**config.mk**
```make
export PLATFORM = sky130hd
export DESIGN_NAME = mts_ctrl
export DESIGN_NICKNAME = d
export VERILOG_FILES = /design/src/rtl/core/mts_pkg.sv /design/src/rtl/core/mts_ctrl.sv
export SDC_FILE = /design/constraint.sdc
export NUM_CORES = 1
export LEC_CHECK = 0
export ABC_AREA = 0
export BUFFER_PORTS_ARGS = -buffer_cell sky130_fd_sc_hd__buf_2
export CAP_MARGIN = 0
export CORE_MARGIN = 2
export CORE_UTILIZATION = 60
export DETAILED_ROUTE_END_ITERATION = 7
export PLACE_DENSITY = 0.86
export SYNTH_ARGS = -nofsm -noshare
export SYNTH_HDL_FRONTEND = slang
export SYNTH_SLANG_ARGS = --single-unit
```
**constraint.sdc**
```tcl
create_clock -name clk -period 5.9 [get_ports clk]
set_input_delay 0.295 -clock clk [delete_from_list [all_inputs] [get_ports clk]]
set_output_delay 0.295 -clock clk [all_outputs]
set_load 0.1 [all_outputs]
```
**src/rtl/core/mts_pkg.sv**
```systemverilog
// Shared constants, codes and types of the multi-timer deadline scheduler.
package mts_pkg;

    localparam int TIMER_SLOTS = 64;
    localparam int SLOT_W      = $clog2(TIMER_SLOTS);
    localparam int SCAN_W      = SLOT_W + 1;
    localparam int TIME_W      = 48;
    localparam int STAMP_W     = 32;
    localparam int IVAL_W      = 16;
    localparam int DELAY_W     = 17;
    localparam int OP_W        = 3;
    localparam int CFG_IDX_W   = 1;

    localparam logic [TIME_W-1:0]  TIME_MAX   = '1;
    localparam logic [IVAL_W-1:0]  IVAL_MAX   = '1;
    localparam logic [DELAY_W-1:0] DELAY_NONE = '1;

    localparam logic [IVAL_W-1:0] MIN_INTERVAL_RESET = 16'd50;
    localparam logic [IVAL_W-1:0] MAX_INTERVAL_RESET = 16'd10000;

    localparam logic [CFG_IDX_W-1:0] CFG_MIN_INTERVAL = 1'd0;
    localparam logic [CFG_IDX_W-1:0] CFG_MAX_INTERVAL = 1'd1;

    localparam logic [OP_W-1:0] OP_ADD    = 3'd0;
    localparam logic [OP_W-1:0] OP_REMOVE = 3'd1;
    localparam logic [OP_W-1:0] OP_RESET  = 3'd2;
    localparam logic [OP_W-1:0] OP_EXISTS = 3'd3;
    localparam logic [OP_W-1:0] OP_TICK   = 3'd4;

    localparam int ACT_W = 4;
    localparam logic [ACT_W-1:0] ACT_NONE    = 4'd0;
    localparam logic [ACT_W-1:0] ACT_CAPTURE = 4'd1;
    localparam logic [ACT_W-1:0] ACT_ADD     = 4'd2;
    localparam logic [ACT_W-1:0] ACT_REMOVE  = 4'd3;
    localparam logic [ACT_W-1:0] ACT_RESET   = 4'd4;
    localparam logic [ACT_W-1:0] ACT_EXISTS  = 4'd5;
    localparam logic [ACT_W-1:0] ACT_BAD     = 4'd6;
    localparam logic [ACT_W-1:0] ACT_ADVANCE = 4'd7;
    localparam logic [ACT_W-1:0] ACT_FIRE    = 4'd8;
    localparam logic [ACT_W-1:0] ACT_QUIET   = 4'd9;
    localparam logic [ACT_W-1:0] ACT_DELAY   = 4'd10;

    typedef struct packed {
        logic [TIME_W-1:0]  deadline;
        logic [IVAL_W-1:0]  period;
        logic [IVAL_W-1:0]  rep_total;
        logic [IVAL_W-1:0]  fire_count;
        logic [STAMP_W-1:0] stamp;
    } slot_rec_t;

    typedef struct packed {
        logic              status;
        logic [SLOT_W-1:0] id;
        logic              fired;
        logic              found;
    } result_t;

    typedef struct packed {
        logic [ACT_W-1:0]  act;
        logic [SLOT_W-1:0] rd_addr;
        logic              rd_id_sel;
        logic              scan_clear;
        logic              scan_eval;
        logic [SLOT_W-1:0] buf_waddr;
        logic [SLOT_W-1:0] buf_raddr;
        logic              out_load;
        logic              out_last;
    } ctl_t;

    typedef struct packed {
        logic [OP_W-1:0] op;
        logic            best_due;
        logic            fire_stop;
        logic            out_free;
    } sts_t;

endpackage

```
**src/rtl/core/mts_ctrl.sv**
```systemverilog
// Sequencer of the scheduler: dispatch, slot scans, expiry loop and result drain.
module mts_ctrl
    import mts_pkg::*;
(
    input  logic clk,
    input  logic rst_n,
    input  logic cmd_valid,
    output logic cmd_ready,
    input  sts_t sts,
    output ctl_t ctl
);

    localparam logic [2:0] S_IDLE      = 3'd0;
    localparam logic [2:0] S_DISPATCH  = 3'd1;
    localparam logic [2:0] S_RESET     = 3'd2;
    localparam logic [2:0] S_SCAN      = 3'd3;
    localparam logic [2:0] S_SCAN_DONE = 3'd4;
    localparam logic [2:0] S_DRAIN_RD  = 3'd5;
    localparam logic [2:0] S_DRAIN_LD  = 3'd6;

    localparam logic [1:0] P_ADD   = 2'd0;
    localparam logic [1:0] P_TICK  = 2'd1;
    localparam logic [1:0] P_FINAL = 2'd2;

    logic [2:0]        state_reg, state_next;
    logic [SCAN_W-1:0] idx_reg, idx_next;
    logic [SCAN_W-1:0] n_reg, n_next;
    logic [SLOT_W-1:0] didx_reg, didx_next;
    logic [1:0]        purpose_reg, purpose_next;

    always_comb
    begin
        state_next   = state_reg;
        idx_next     = idx_reg;
        n_next       = n_reg;
        didx_next    = didx_reg;
        purpose_next = purpose_reg;
        ctl          = '0;
        ctl.act      = ACT_NONE;
        ctl.rd_addr  = idx_reg[SLOT_W-1:0];
        ctl.buf_raddr = didx_reg;
        cmd_ready    = 1'b0;
        case (state_reg)
            S_IDLE:
            begin
                cmd_ready = 1'b1;
                if (cmd_valid)
                begin
                    ctl.act    = ACT_CAPTURE;
                    state_next = S_DISPATCH;
                end
            end
            S_DISPATCH:
            begin
                idx_next     = '0;
                n_next       = SCAN_W'(1);
                purpose_next = P_FINAL;
                state_next   = S_SCAN;
                case (sts.op)
                    OP_ADD:    purpose_next = P_ADD;
                    OP_REMOVE: ctl.act = ACT_REMOVE;
                    OP_RESET:
                    begin
                        ctl.rd_id_sel = 1'b1;
                        state_next    = S_RESET;
                    end
                    OP_EXISTS: ctl.act = ACT_EXISTS;
                    OP_TICK:
                    begin
                        ctl.act      = ACT_ADVANCE;
                        n_next       = '0;
                        purpose_next = P_TICK;
                    end
                    default:   ctl.act = ACT_BAD;
                endcase
            end
            S_RESET:
            begin
                ctl.act    = ACT_RESET;
                idx_next   = '0;
                state_next = S_SCAN;
            end
            S_SCAN:
            begin
                ctl.scan_clear = (idx_reg == '0);
                ctl.scan_eval  = (idx_reg != '0);
                if (idx_reg == SCAN_W'(TIMER_SLOTS))
                    state_next = S_SCAN_DONE;
                else
                    idx_next = idx_reg + 1'b1;
            end
            S_SCAN_DONE:
            begin
                idx_next = '0;
                case (purpose_reg)
                    P_ADD:
                    begin
                        ctl.act      = ACT_ADD;
                        purpose_next = P_FINAL;
                        state_next   = S_SCAN;
                    end
                    P_TICK:
                    begin
                        if (sts.best_due && (n_reg != SCAN_W'(TIMER_SLOTS)))
                        begin
                            ctl.act       = ACT_FIRE;
                            ctl.buf_waddr = n_reg[SLOT_W-1:0];
                            n_next        = n_reg + 1'b1;
                            state_next    = S_SCAN;
                            if (sts.fire_stop)
                                purpose_next = P_FINAL;
                        end
                        else if (n_reg == '0)
                        begin
                            ctl.act      = ACT_QUIET;
                            n_next       = SCAN_W'(1);
                            purpose_next = P_FINAL;
                            state_next   = S_SCAN;
                        end
                        else
                        begin
                            // last scan already reflects every fire
                            ctl.act    = ACT_DELAY;
                            didx_next  = '0;
                            state_next = S_DRAIN_RD;
                        end
                    end
                    default:
                    begin
                        ctl.act    = ACT_DELAY;
                        didx_next  = '0;
                        state_next = S_DRAIN_RD;
                    end
                endcase
            end
            S_DRAIN_RD:
            begin
                state_next = S_DRAIN_LD;
            end
            S_DRAIN_LD:
            begin
                if (sts.out_free)
                begin
                    ctl.out_load = 1'b1;
                    ctl.out_last = (({1'b0, didx_reg} + 1'b1) == n_reg);
                    if (ctl.out_last)
                        state_next = S_IDLE;
                    else
                    begin
                        didx_next  = didx_reg + 1'b1;
                        state_next = S_DRAIN_RD;
                    end
                end
            end
            default:
            begin
                state_next = S_IDLE;
            end
        endcase
    end

    always_ff @(posedge clk or negedge rst_n)
    begin
        if (!rst_n)
        begin
            state_reg   <= S_IDLE;
            idx_reg     <= '0;
            n_reg       <= '0;
            didx_reg    <= '0;
            purpose_reg <= P_FINAL;
        end
        else
        begin
            state_reg   <= state_next;
            idx_reg     <= idx_next;
            n_reg       <= n_next;
            didx_reg    <= didx_next;
            purpose_reg <= purpose_next;
        end
    end

endmodule

```
==> summary.md <==
| Metric | Value |
|---|---|
| Run status | `complete, no violations` |
| Compound-Gate Fraction of Synth Area | `21.44%` |
| Initial core utilization | `63.28%` |
| Worst-path clk slew | `0.15 ns` |
| PostCTS Resize Cnt | `0` |
| CP Cell Sequence | `inv_1 -> ha_1 -> or4b_4 -> o21ai_2 -> o31ai_1 -> a21o_2 -> nor2_1 -> buf_2` |
| Routed vias/inst | `5.903` |
| CP bufs+invs | `2` |
| Global Route Usage Sum | `24.82%` |
| Total die area | `0.003689 mm2` |
| Synth Cell Area | `0.001932 mm2` |
| Via count | `1,771` |
| CP max FO | `9` |
| Number of I/O port buffers | `36` |
| Most instantiated library cell after synthesis | `nor2_1` |
| Post-Synth XOR/XNOR Area | `6.801%` |
| Post-layout min period | `2.967 ns` |
| Finished Core Util | `68.85%` |
| Worst-skew pair later-pin latency | `0.34 ns` |
| Fin Setup TNS | `0 ns` |
| MaxCap Viol Count | `0` |
| Clock Path Buffers | `2` |
| Adder-Cell Fraction of Synth Area | `3.238%` |
| Hold slack final | `0.3231 ns` |
| WS Path Type | `reg -> out` |
| Final clock skew | `0.005405 ns` |
| Clock Sink Count | `25` |
| Share of layout cells above drive strength 1 | `20.70%` |
| Top-level I/O count | `37` |
| R2R Setup Slk | `3.35 ns` |
| Vias in the first global route | `1,485` |
| Antenna Nets Post-Route | `0` |
| Site Rows | `20` |
| Placed cell areas | `0.002062 mm2` |
| Horiz. Die Dim | `60.74 um` |
| Final WL | `4.186 mm` |
| P_leak | `1.016 nW` |
| DRT iter0 DRCs | `108` |
| Slowest stage delay, CP | `0.48 ns` |
| Largest family of logic cells by synthesized area | `simple AND/OR/NAND/NOR gates` |
| Syn Nets | `244` |
| Fraction of the yosys area taken by sequential cells | `32.45%` |
| Synth Instances | `230` |
| Synth warn | `0` |
| Root Driver | `clkbuf_4` |
| Nets | `271` |
| CTS tree | `done` |
| Flops & latches, synth | `25` |
| Share of flip-flops with an asynchronous set or reset | `100.0%` |
| Diodes inserted | `0` |
| Top delay family on crit path | `simple AND/OR/NAND/NOR gates` |
| Most used DFF post-synth | `dfrtp_1` |
| Die Ht | `60.74 um` |
| Slowest CP cell | `or4b_4` |
| Leading area contributor after synthesis | `dfrtp_1` |
| Area share of the leading cell type in the synthesized netlist | `31.09%` |
| Worst hold path type | `in -> reg` |
| Tightest Pin Transition | `0.5902 ns` |
| Cts bufs inserted | `3` |
| Drt wl/cell | `13.95 um` |
| Grt total ovfl | `0` |
| Post-synth EDFFs | `0` |
| Setup violators final | `0` |
| Final Cycle Share | `50.29%` |
| Req. time, crit path | `5.61 ns` |
| Worst Path Arrival | `2.67 ns` |
| Synth-to-layout area growth | `8.808%` |
| Worst Setup Start Kind | `flop` |
| P per Cell Area | `471.2 mW/mm2` |
| DRT Pass-1 Iters | `4` |
| Simple-gate share of the synthesized area | `25.97%` |
| Post-CTS setup buffers | `0` |
| Post-route cell area | `0.002102 mm2` |
| Area contributors post-synth | `dfrtp_1 31%, nor2_1 6.8%, xor2_1 3.6%` |
| Max Clock Freq | `337.0 MHz` |
| CP Capture Type | `primary output` |
| Initial antenna violation count | `0` |
| Syn Area/Cell | `8.399 um2` |
| Max Slew Vio Count | `0` |
| Drt drc | `0` |
| Core Region | `0.003053 mm2` |
| Slew margin rel. | `60.35%` |
| RSZ-0062 raised after global routing | `false` |
| Pin count of the biggest net entering global routing | `26` |
| Number of hold violations in the final report | `0` |
| RePlAce Congestion | `0.8993` |
| Post-synth top cells | `35 x nor2_1, 24 x dfrtp_1, 18 x nand2_1, 12 x a21oi_1` |
| Global-route wire length before repair | `6.886 mm` |
| Count of different cell masters after synthesis | `58` |
| Post-DP HPWL | `3.158 mm` |
| Multiplexer share of the synthesized area | `2.720%` |
| # H-tree levels | `1` |
| Worst VDD drop | `469.6 uV` |
[power breakdown]
group	internal, mW	leakage (nW)	switching (mW)
Combinational	0.174	0.668	0.459
Clock	0.0261	0.0139	0.0573
Sequential	0.206	0.334	0.0685
Total	0.406	1.02	0.585
[repair_timing]
| action | in CTS | in global routing |
|---|---|---|
| endpoints found under the setup margin | 0 | 0 |
| endpoints found under the hold margin | 24 | 0 |
| hold buffers | 1 | 0 |
[final timing paths]
kind                                startpoint        endpoint  depth (start not counted)
worst max-delay path                  n_reg[1]          ctl[1]                          8
worst min-delay path                    sts[0]    state_reg[2]                          3
worst max register to register        n_reg[1]        n_reg[1]                          7
worst min register to register  purpose_reg[1]  purpose_reg[1]                          2
max in group asynchronous                rst_n      idx_reg[2]                          2
min in group asynchronous                rst_n        n_reg[3]                          2
[routing by layer]
metal	share of wire (%)	routed length (um)	track usage [%]
met1	45	1884	36.36
met2	47	1950	37.48
met3	6.8	285	2.985
met4	1.6	65	9.627
met5	0	0	0
[worst min-delay path, cell delays in order]
cell and delay [ns]:
buf_2 0.12, a21oi_1 0.07, o21bai_1 0.15
[cells in the final DEF, fill, tap and decap left out, types with 2 or more instances in the layout]
master / instances
and2_1: 3
ha_1: 5
o21bai_1: 2
mux2_2: 2
a31oi_1: 5
or3_1: 2
nand2b_1: 2
dfrtp_1: 24
clkbuf_4: 3
o211ai_1: 2
inv_1: 10
nand2_1: 18
and4_1: 3
xnor2_1: 7
a211o_1: 2
nand3_1: 6
nor4_1: 3
nor3_1: 7
o31ai_1: 6
mux2i_1: 3
a32o_1: 2
nor2b_1: 4
a21oi_1: 12
nor2_1: 35
o21ai_0: 10
and3_1: 7
buf_2: 36
xor2_1: 8
[cells by family after synthesis]
family                     count (synthesis)
and+or+nand+nor                           97
AOI/OAI and AO/OA                         58
buffers and inverters                     25
DFF                                       25
xor gates and xnor gates                  15
muxes                                      5
adders and majority gates                  5
[per-stage QoR]
stage	power, mW	instances	setup WS, ns
2_1_floorplan	0.8070	230	1.890
3_3_place_gp	0.8973	295	3.372
3_5_place_dp	0.9081	295	3.346
4_1_cts	0.9901	300	2.939
5_1_grt	1.059	300	2.753
6_report	0.9905	300	2.933
[final cells by class]
type	count	area, um2
Inverter	10	37.54
Tap cell	44	55.05
Fill cell	281	950.9
Clock buffer	3	22.52
Clock inverter	1	7.507
Multi-Input combinational cell	180	1162
Sequential cell	25	626.9
Timing Repair Buffer	37	190.2
Note: power is estimated with default switching activity, not from simulation.
